<file path="config.mk">
export PLATFORM = sky130hd
export DESIGN_NAME = salsa20_stream_cipher_top
export DESIGN_NICKNAME = d
export VERILOG_FILES = /design/src/design/salsa_pkg.sv /design/src/design/salsa_qr.sv /design/src/design/salsa20_stream_cipher_top.sv
export SDC_FILE = /design/constraint.sdc
export NUM_CORES = 2
export LEC_CHECK = 0
export ABC_AREA = 0
export BUFFER_PORTS_ARGS = -buffer_cell sky130_fd_sc_hd__buf_2
export CAP_MARGIN = 20
export CORE_UTILIZATION = 30
export CTS_CLUSTER_DIAMETER = 120
export DETAILED_ROUTE_END_ITERATION = 8
export PLACE_DENSITY_LB_ADDON = 0.05
export SLEW_MARGIN = 0
export SYNTH_ARGS = -nofsm -noshare
export SYNTH_HDL_FRONTEND = slang
export SYNTH_SLANG_ARGS = --single-unit
</file>
<file path="constraint.sdc">
create_clock -name clk -period 15.1 [get_ports clk]
set_input_delay 4.53 -clock clk [delete_from_list [all_inputs] [get_ports clk]]
set_output_delay 4.53 -clock clk [all_outputs]
set_load 0.01 [all_outputs]
</file>
<file path="src/design/salsa_pkg.sv">
// Shared types, constants and helper functions for the Salsa20 stream cipher.
package salsa_pkg;

    typedef enum logic [2:0]
    {
        ST_IDLE,
        ST_LOAD,
        ST_ROUND,
        ST_ADD,
        ST_WB
    } state_t;

    localparam int CFG_IDX_W = 3;
    localparam logic [CFG_IDX_W-1:0] CFG_KEY0  = 3'd0;
    localparam logic [CFG_IDX_W-1:0] CFG_KEY1  = 3'd1;
    localparam logic [CFG_IDX_W-1:0] CFG_KEY2  = 3'd2;
    localparam logic [CFG_IDX_W-1:0] CFG_KEY3  = 3'd3;
    localparam logic [CFG_IDX_W-1:0] CFG_NONCE = 3'd4;
    localparam logic [CFG_IDX_W-1:0] CFG_START = 3'd5;

    // "expand 32-byte k"
    localparam logic [31:0] SIGMA0 = 32'h6170_7865;
    localparam logic [31:0] SIGMA1 = 32'h3320_646e;
    localparam logic [31:0] SIGMA2 = 32'h7962_2d32;
    localparam logic [31:0] SIGMA3 = 32'h6b20_6574;

    typedef struct packed
    {
        logic [31:0] a;
        logic [31:0] b;
        logic [31:0] c;
        logic [31:0] d;
    } qr_words_t;

    typedef struct packed
    {
        logic [3:0] a;
        logic [3:0] b;
        logic [3:0] c;
        logic [3:0] d;
    } qr_idx_t;

    // Word positions of each quarter-round: four column steps, then four row steps.
    function automatic qr_idx_t qr_select(input logic [2:0] qr);
        qr_idx_t s;
        case (qr)
            3'd0:    s = '{4'd0,  4'd4,  4'd8,  4'd12};
            3'd1:    s = '{4'd5,  4'd9,  4'd13, 4'd1};
            3'd2:    s = '{4'd10, 4'd14, 4'd2,  4'd6};
            3'd3:    s = '{4'd15, 4'd3,  4'd7,  4'd11};
            3'd4:    s = '{4'd0,  4'd1,  4'd2,  4'd3};
            3'd5:    s = '{4'd5,  4'd6,  4'd7,  4'd4};
            3'd6:    s = '{4'd10, 4'd11, 4'd8,  4'd9};
            3'd7:    s = '{4'd15, 4'd12, 4'd13, 4'd14};
            default: s = '{4'd0,  4'd4,  4'd8,  4'd12};
        endcase
        return s;
    endfunction

    // Input state word at position idx.
    function automatic logic [31:0] init_word(
        input logic [3:0]  idx,
        input logic [63:0] k0,
        input logic [63:0] k1,
        input logic [63:0] k2,
        input logic [63:0] k3,
        input logic [63:0] nonce,
        input logic [63:0] ctr
    );
        logic [31:0] w;
        case (idx)
            4'd0:    w = SIGMA0;
            4'd1:    w = k0[31:0];
            4'd2:    w = k0[63:32];
            4'd3:    w = k1[31:0];
            4'd4:    w = k1[63:32];
            4'd5:    w = SIGMA1;
            4'd6:    w = nonce[31:0];
            4'd7:    w = nonce[63:32];
            4'd8:    w = ctr[31:0];
            4'd9:    w = ctr[63:32];
            4'd10:   w = SIGMA2;
            4'd11:   w = k2[31:0];
            4'd12:   w = k2[63:32];
            4'd13:   w = k3[31:0];
            4'd14:   w = k3[63:32];
            4'd15:   w = SIGMA3;
            default: w = '0;
        endcase
        return w;
    endfunction

endpackage

</file>
<file path="src/design/salsa_qr.sv">
// Salsa20 quarter-round: four add-rotate-xor steps on one word group.
module salsa_qr
(
    input  salsa_pkg::qr_words_t din,
    output salsa_pkg::qr_words_t dout
);
    import salsa_pkg::*;

    logic [31:0] s1;
    logic [31:0] s2;
    logic [31:0] s3;
    logic [31:0] s4;
    logic [31:0] b1;
    logic [31:0] c1;
    logic [31:0] d1;
    logic [31:0] a1;

    always_comb
    begin
        s1 = din.a + din.d;
        b1 = din.b ^ {s1[24:0], s1[31:25]};
        s2 = b1 + din.a;
        c1 = din.c ^ {s2[22:0], s2[31:23]};
        s3 = c1 + b1;
        d1 = din.d ^ {s3[18:0], s3[31:19]};
        s4 = d1 + c1;
        a1 = din.a ^ {s4[13:0], s4[31:14]};
        dout = '{a1, b1, c1, d1};
    end

endmodule

</file>
<file path="src/design/salsa20_stream_cipher_top.sv">
// Salsa20/20 byte stream cipher: keystream generation and byte combine.
// A byte inside a block goes from ST_IDLE to ST_WB and then into the output register.
// A byte that opens a block first passes ST_LOAD, ST_ROUND and ST_ADD:
// one quarter-round per cycle on the shared unit, then the sixteen final word adds.
// The input takes no new byte until the previous one is written to the output register.
// Reset (async, active low): control and config registers clear, fresh flag sets; message restarts at start counter.
module salsa20_stream_cipher_top
#(
    parameter int DOUBLE_ROUNDS = 10
)
(
    input  logic                               clk,
    input  logic                               rst_n,
    input  logic                               s_axis_tvalid,
    output logic                               s_axis_tready,
    input  logic [7:0]                         s_axis_tdata,   // [7:0] data_byte
    input  logic                               s_axis_tlast,
    output logic                               m_axis_tvalid,
    input  logic                               m_axis_tready,
    output logic [7:0]                         m_axis_tdata,   // [7:0] out_byte
    output logic                               m_axis_tlast,
    input  logic                               cfg_we,
    input  logic [salsa_pkg::CFG_IDX_W-1:0]    cfg_index,
    input  logic [63:0]                        cfg_data
);
    import salsa_pkg::*;

    localparam int STEPS  = 8 * DOUBLE_ROUNDS;
    localparam int STEP_W = $clog2(STEPS);
    localparam logic [STEP_W-1:0] STEP_LAST = STEP_W'(STEPS - 1);

    state_t state_reg;
    state_t state_next;

    logic [63:0]       key0_reg;
    logic [63:0]       key1_reg;
    logic [63:0]       key2_reg;
    logic [63:0]       key3_reg;
    logic [63:0]       nonce_reg;
    logic [63:0]       start_reg;
    logic [63:0]       ctr_reg;
    logic [5:0]        pos_reg;
    logic              fresh_reg;
    logic [STEP_W-1:0] step_reg;
    logic [3:0]        word_cnt_reg;
    logic [7:0]        data_reg;
    logic              last_reg;
    logic [31:0]       work_reg [16];
    logic [31:0]       ks_mem [16];
    logic [31:0]       rd_word_reg;
    logic [7:0]        out_byte_reg;
    logic              out_last_reg;
    logic              out_valid_reg;

    logic      in_fire;
    logic      wb_go;
    qr_idx_t   sel;
    qr_words_t qr_in;
    qr_words_t qr_out;
    logic [31:0] add_word;

    assign s_axis_tready = (state_reg == ST_IDLE);
    assign in_fire       = s_axis_tvalid && s_axis_tready;
    assign wb_go         = (state_reg == ST_WB) && (!out_valid_reg || m_axis_tready);

    assign m_axis_tvalid = out_valid_reg;
    assign m_axis_tdata  = out_byte_reg;
    assign m_axis_tlast  = out_last_reg;

    assign sel      = qr_select(step_reg[2:0]);
    assign add_word = work_reg[0] + init_word(word_cnt_reg, key0_reg, key1_reg, key2_reg,
                                              key3_reg, nonce_reg, ctr_reg);

    always_comb
    begin
        qr_in = '0;
        for (int i = 0; i < 16; i++)
        begin
            if (4'(i) == sel.a) qr_in.a = work_reg[i];
            if (4'(i) == sel.b) qr_in.b = work_reg[i];
            if (4'(i) == sel.c) qr_in.c = work_reg[i];
            if (4'(i) == sel.d) qr_in.d = work_reg[i];
        end
    end

    salsa_qr u_qr
    (
        .din  (qr_in),
        .dout (qr_out)
    );

    always_ff @(posedge clk or negedge rst_n)
    begin
        if (!rst_n)
        begin
            state_reg <= ST_IDLE;
        end
        else
        begin
            state_reg <= state_next;
        end
    end

    always_comb
    begin
        state_next = state_reg;
        case (state_reg)
            ST_IDLE:
            begin
                if (s_axis_tvalid)
                begin
                    state_next = (fresh_reg || pos_reg == 6'd0) ? ST_LOAD : ST_WB;
                end
            end
            ST_LOAD:
            begin
                state_next = ST_ROUND;
            end
            ST_ROUND:
            begin
                if (step_reg == STEP_LAST) state_next = ST_ADD;
            end
            ST_ADD:
            begin
                if (word_cnt_reg == 4'd15) state_next = ST_WB;
            end
            ST_WB:
            begin
                if (wb_go) state_next = ST_IDLE;
            end
            default:
            begin
                state_next = ST_IDLE;
            end
        endcase
    end

    // Control and configuration
    always_ff @(posedge clk or negedge rst_n)
    begin
        if (!rst_n)
        begin
            key0_reg      <= '0;
            key1_reg      <= '0;
            key2_reg      <= '0;
            key3_reg      <= '0;
            nonce_reg     <= '0;
            start_reg     <= '0;
            ctr_reg       <= '0;
            pos_reg       <= '0;
            fresh_reg     <= 1'b1;
            step_reg      <= '0;
            word_cnt_reg  <= '0;
            out_valid_reg <= 1'b0;
        end
        else
        begin
            if (cfg_we)
            begin
                case (cfg_index)
                    CFG_KEY0:  key0_reg  <= cfg_data;
                    CFG_KEY1:  key1_reg  <= cfg_data;
                    CFG_KEY2:  key2_reg  <= cfg_data;
                    CFG_KEY3:  key3_reg  <= cfg_data;
                    CFG_NONCE: nonce_reg <= cfg_data;
                    CFG_START: start_reg <= cfg_data;
                    default:   ;
                endcase
            end

            if (in_fire && fresh_reg)
            begin
                ctr_reg   <= start_reg;
                pos_reg   <= '0;
                fresh_reg <= 1'b0;
            end

            if (state_reg == ST_LOAD)
            begin
                step_reg     <= '0;
                word_cnt_reg <= '0;
            end

            if (state_reg == ST_ROUND)
            begin
                step_reg <= step_reg + STEP_W'(1);
            end

            if (state_reg == ST_ADD)
            begin
                word_cnt_reg <= word_cnt_reg + 4'd1;
                if (word_cnt_reg == 4'd15) ctr_reg <= ctr_reg + 64'd1;
            end

            if (wb_go)
            begin
                pos_reg       <= pos_reg + 6'd1;
                fresh_reg     <= last_reg;
                out_valid_reg <= 1'b1;
            end
            else if (m_axis_tready)
            begin
                out_valid_reg <= 1'b0;
            end
        end
    end

    // Working words and item payload
    always_ff @(posedge clk)
    begin
        if (in_fire)
        begin
            data_reg <= s_axis_tdata;
            last_reg <= s_axis_tlast;
        end

        case (state_reg)
            ST_LOAD:
            begin
                for (int i = 0; i < 16; i++)
                begin
                    work_reg[i] <= init_word(4'(i), key0_reg, key1_reg, key2_reg,
                                             key3_reg, nonce_reg, ctr_reg);
                end
            end
            ST_ROUND:
            begin
                for (int i = 0; i < 16; i++)
                begin
                    if (4'(i) == sel.a) work_reg[i] <= qr_out.a;
                    if (4'(i) == sel.b) work_reg[i] <= qr_out.b;
                    if (4'(i) == sel.c) work_reg[i] <= qr_out.c;
                    if (4'(i) == sel.d) work_reg[i] <= qr_out.d;
                end
            end
            ST_ADD:
            begin
                // words leave through position 0, one a cycle
                for (int i = 0; i < 15; i++)
                begin
                    work_reg[i] <= work_reg[i+1];
                end
            end
            default:
            begin
            end
        endcase

        if (wb_go)
        begin
            out_byte_reg <= data_reg ^ rd_word_reg[{pos_reg[1:0], 3'b000} +: 8];
            out_last_reg <= last_reg;
        end
    end

    // Keystream store, one 32-bit word per entry, little-endian bytes
    always_ff @(posedge clk)
    begin
        if (state_reg == ST_ADD)
        begin
            ks_mem[word_cnt_reg] <= add_word;
        end
        rd_word_reg <= ks_mem[pos_reg[5:2]];
    end

endmodule

</file>
==> out/summary.md <==
### Outcome
• finished clean — result of the run

### Layout
• 26800 — number of fillers in the final layout
• 7488 — final-stage net count
• 0.0368 sq mm — combined area of the multi-input logic cells
• 35.4% — Layout Utilization
• 22.8% — layout cells sized above 1
• 11000 — filler-free cell count of the finished design
• 17.0% — synthesis-to-layout area growth
• 0.0434 sq mm — total area of sequential cells

### Clocking
• 4 — number of buffers between clock root and the deepest sink
• 0 — number of hold buffers added after cts
• 1544 — CTS sink count
• 60 ps — clock transition at the register clock pins on the worst setup and hold paths after CTS
• 188 — TritonCTS buffer count
• 4 — H-tree depth reported by CTS
• clkbuf_16 — clock tree root driver cell
• 930 ps — clock insertion delay at the later pin of the skew report
• built — CTS tree

### Logic synthesis
• 7183 — net count after synthesis
• 11.8 sq um — Synth Area per Inst
• 0 — count of yosys warnings during synthesis
• 1544 — flip-flop and latch count after synthesis
• 37.0% — share of the synthesized area in the top cell type
• edfxtp_1 — post-synth top area cell
• edfxtp_1 — most numerous cell in the Yosys netlist
• edfxtp_1, dfrtp_1, mux2_2, mux4_2, a21oi_1 — cells taking the most area after synthesis
• edfxtp_1, nand2_1, a21oi_1 — leading cell types by count after synthesis
• 1010 — number of enable flip-flop cells after synthesis
• 6924 — number of instances in the synthesized netlist
• edfxtp_1 — most frequently used flop master after synthesis
• 0.0819 sq mm — area of the mapped netlist
• 53.0% — post-synthesis sequential area ratio
• 30.4% — share of async-settable or async-resettable flops after synthesis
• 95 — Yosys cell types

### Setup path
• o21ai_0 — slowest stage cell on the critical path
• flip-flop — endpoint type of the worst setup path
• 37 — critical-path maximum fanout
• reg2reg — worst setup path class
• 15360 ps — WP data arrival
• flip-flop — startpoint type of the worst setup path
• step_reg[0] — origin of the critical flop-to-flop path
• 54 — cell depth of the worst flop-to-flop path
• step_reg[0] — Critical Path Start
• 530 ps — Worst path max stage delay
• 290 ps — worst setup slack for register-to-register paths
• 15650 ps — Required @ worst endpoint

### Routing
• 11600 — violation count after the first detailed-route iteration
• 46.0 microns — WL per Instance
• 0 — Antenna Violating Nets Remaining
• 6.39 — via/cell ratio
• 0 — number of design rule violations left after detail routing
• 8 — DR pass1 iterations
• 70200 — via count
• 506000 microns — Detailed Route WL

### Die
• 30.2% — initial standard-cell utilization of the core
• 524 microns — die width
• 524 microns — die boundary height
• 0.271 sq mm — floorplan core area
• 191 — number of rows created at floorplan
• 92 — boundary pin count
• 0.275 sq mm — area enclosed by the die boundary

### Global route
• 133 — maximum number of pins on one net before global-route repair
• 51.1% — met2 Track Usage GR
• 35.8% — global-route usage over all layers
• met2 — layer with the highest usage
• 8.75% — GR Layer Usage met3
• 660000 microns — first-pass GRT wire length
• 49 — number of antenna violations at the first check in global routing
• 65700 — vias in the first global route
• 49.3% — met1 usage
• 0 — remaining global-route overflow

### Hold path
• 1 — instance count along the most critical hold path
• start_reg[62] — launch point of the worst hold path
• reg2reg — type of the tightest min-delay check

### Timing
• 98.1% — final worst-path cycle share
• 1300 ps — Worst-Margin Slew
• 491 ps — smallest hold slack
• false — setup repair after global routing missed its margin
• 0 — Final Hold Violating Endpoints
• 0 — pins over their slew limit
• 67.5 MHz — fmax
• 78.7 ps — clk_skew
• 0 — Setup violations, final
• 14810 ps — shortest period the worst path allows
• 13.6% — slew margin rel.

### Placement
• 10600 — Placed Instances
• 379000 microns — DP Wirelength
• 1.08 — weighted congestion reported at the end of routability-driven placement
• 91 — number of port buffers

### Run
• 0 — max capacitance violation total

==> critical path: cells and delay by family (launching register included) <==
| kind | cells | cell delay, ps |
|---|---|---|
| AND/OR/NAND/NOR | 6 | 1230 |
| adder cells (fa/ha/maj) | 6 | 2120 |
| buffers and inverters | 9 | 1910 |
| XOR/XNOR | 4 | 1220 |
| AO/OA/AOI/OAI | 29 | 7410 |
| flip-flops | 1 | 490 |
==> per-stage QoR <==
stage	area, sq um	TNS [ps]	setup WS, ps
2_1_floorplan	81900	0	2190
3_3_place_gp	89100	-27010	-641
3_5_place_dp	89300	-4790	-320
4_1_cts	95400	0	8.69
5_1_grt	95700	0	3.86
6_report	95800	0	291
==> placed cells by master (no fill, tap or decap), types with 86 or more instances in the layout <==
cell and n:
inv_1 131, dfrtp_1 463, nand3_1 145, ha_1 168
mux2_2 419, nor2_1 377, a211oi_1 100, a222oi_1 106
a21oi_1 505, edfxtp_1 1010, a22oi_1 167, o21ai_0 419
a22o_1 86, nand2_1 551, a221oi_1 147, buf_2 90
buf_4 480, mux4_2 200, clkbuf_16 191, mux2i_1 122
xnor2_1 186, o22ai_1 122
==> routing by layer <==
layer  vias to the layer above  wire [microns]
met1                     36900          214000
met3                      1030           49700
met5                         -             177
li1                      27600               -
met4                        20           33000
met2                      4621          209000
==> cell families after synthesis <==
| logic type | count (synthesis) | share of synthesized area, % |
|---|---|---|
| muxes | 742 | 12.8 |
| AOI/OAI and AO/OA | 2084 | 17.2 |
| adders and majority gates | 179 | 2.78 |
| buffers and inverters | 615 | 2.98 |
| DFF | 1544 | 53.0 |
| xor gates and xnor gates | 289 | 3.29 |
| and+or+nand+nor | 1471 | 8.06 |
==> cell type report <==
cell class	instances	area share, %
inverters	138	0.543
multi-input cells	4765	38.4
repair buffers	592	4.66
well taps	3570	4.66
flip-flops and latches	1544	45.3
clock buffers	268	5.57
diodes	34	0.0888
clock inverters	77	0.812
==> path summary, 6_finish.rpt <==
check / to
worst min register to register: ctr_reg[62]
worst min-delay path: ctr_reg[62]
worst max register to register: work_reg[1][209]
worst max-delay path: work_reg[1][209]
max in group asynchronous: ctr_reg[0]
min in group asynchronous: key3_reg[21]
==> what timing repair did <==
| action | in CTS | in global routing |
|---|---|---|
| setup buffers | 2 | 5 |
| pin swaps | 1 | 3 |
| gates resized for setup | 4 | 12 |
| setup endpoints to repair | 34 | 120 |
Power is left out: the tool's default activity adds up to more than one toggle a clock period on the data nets, which glitch-free logic cannot reach.
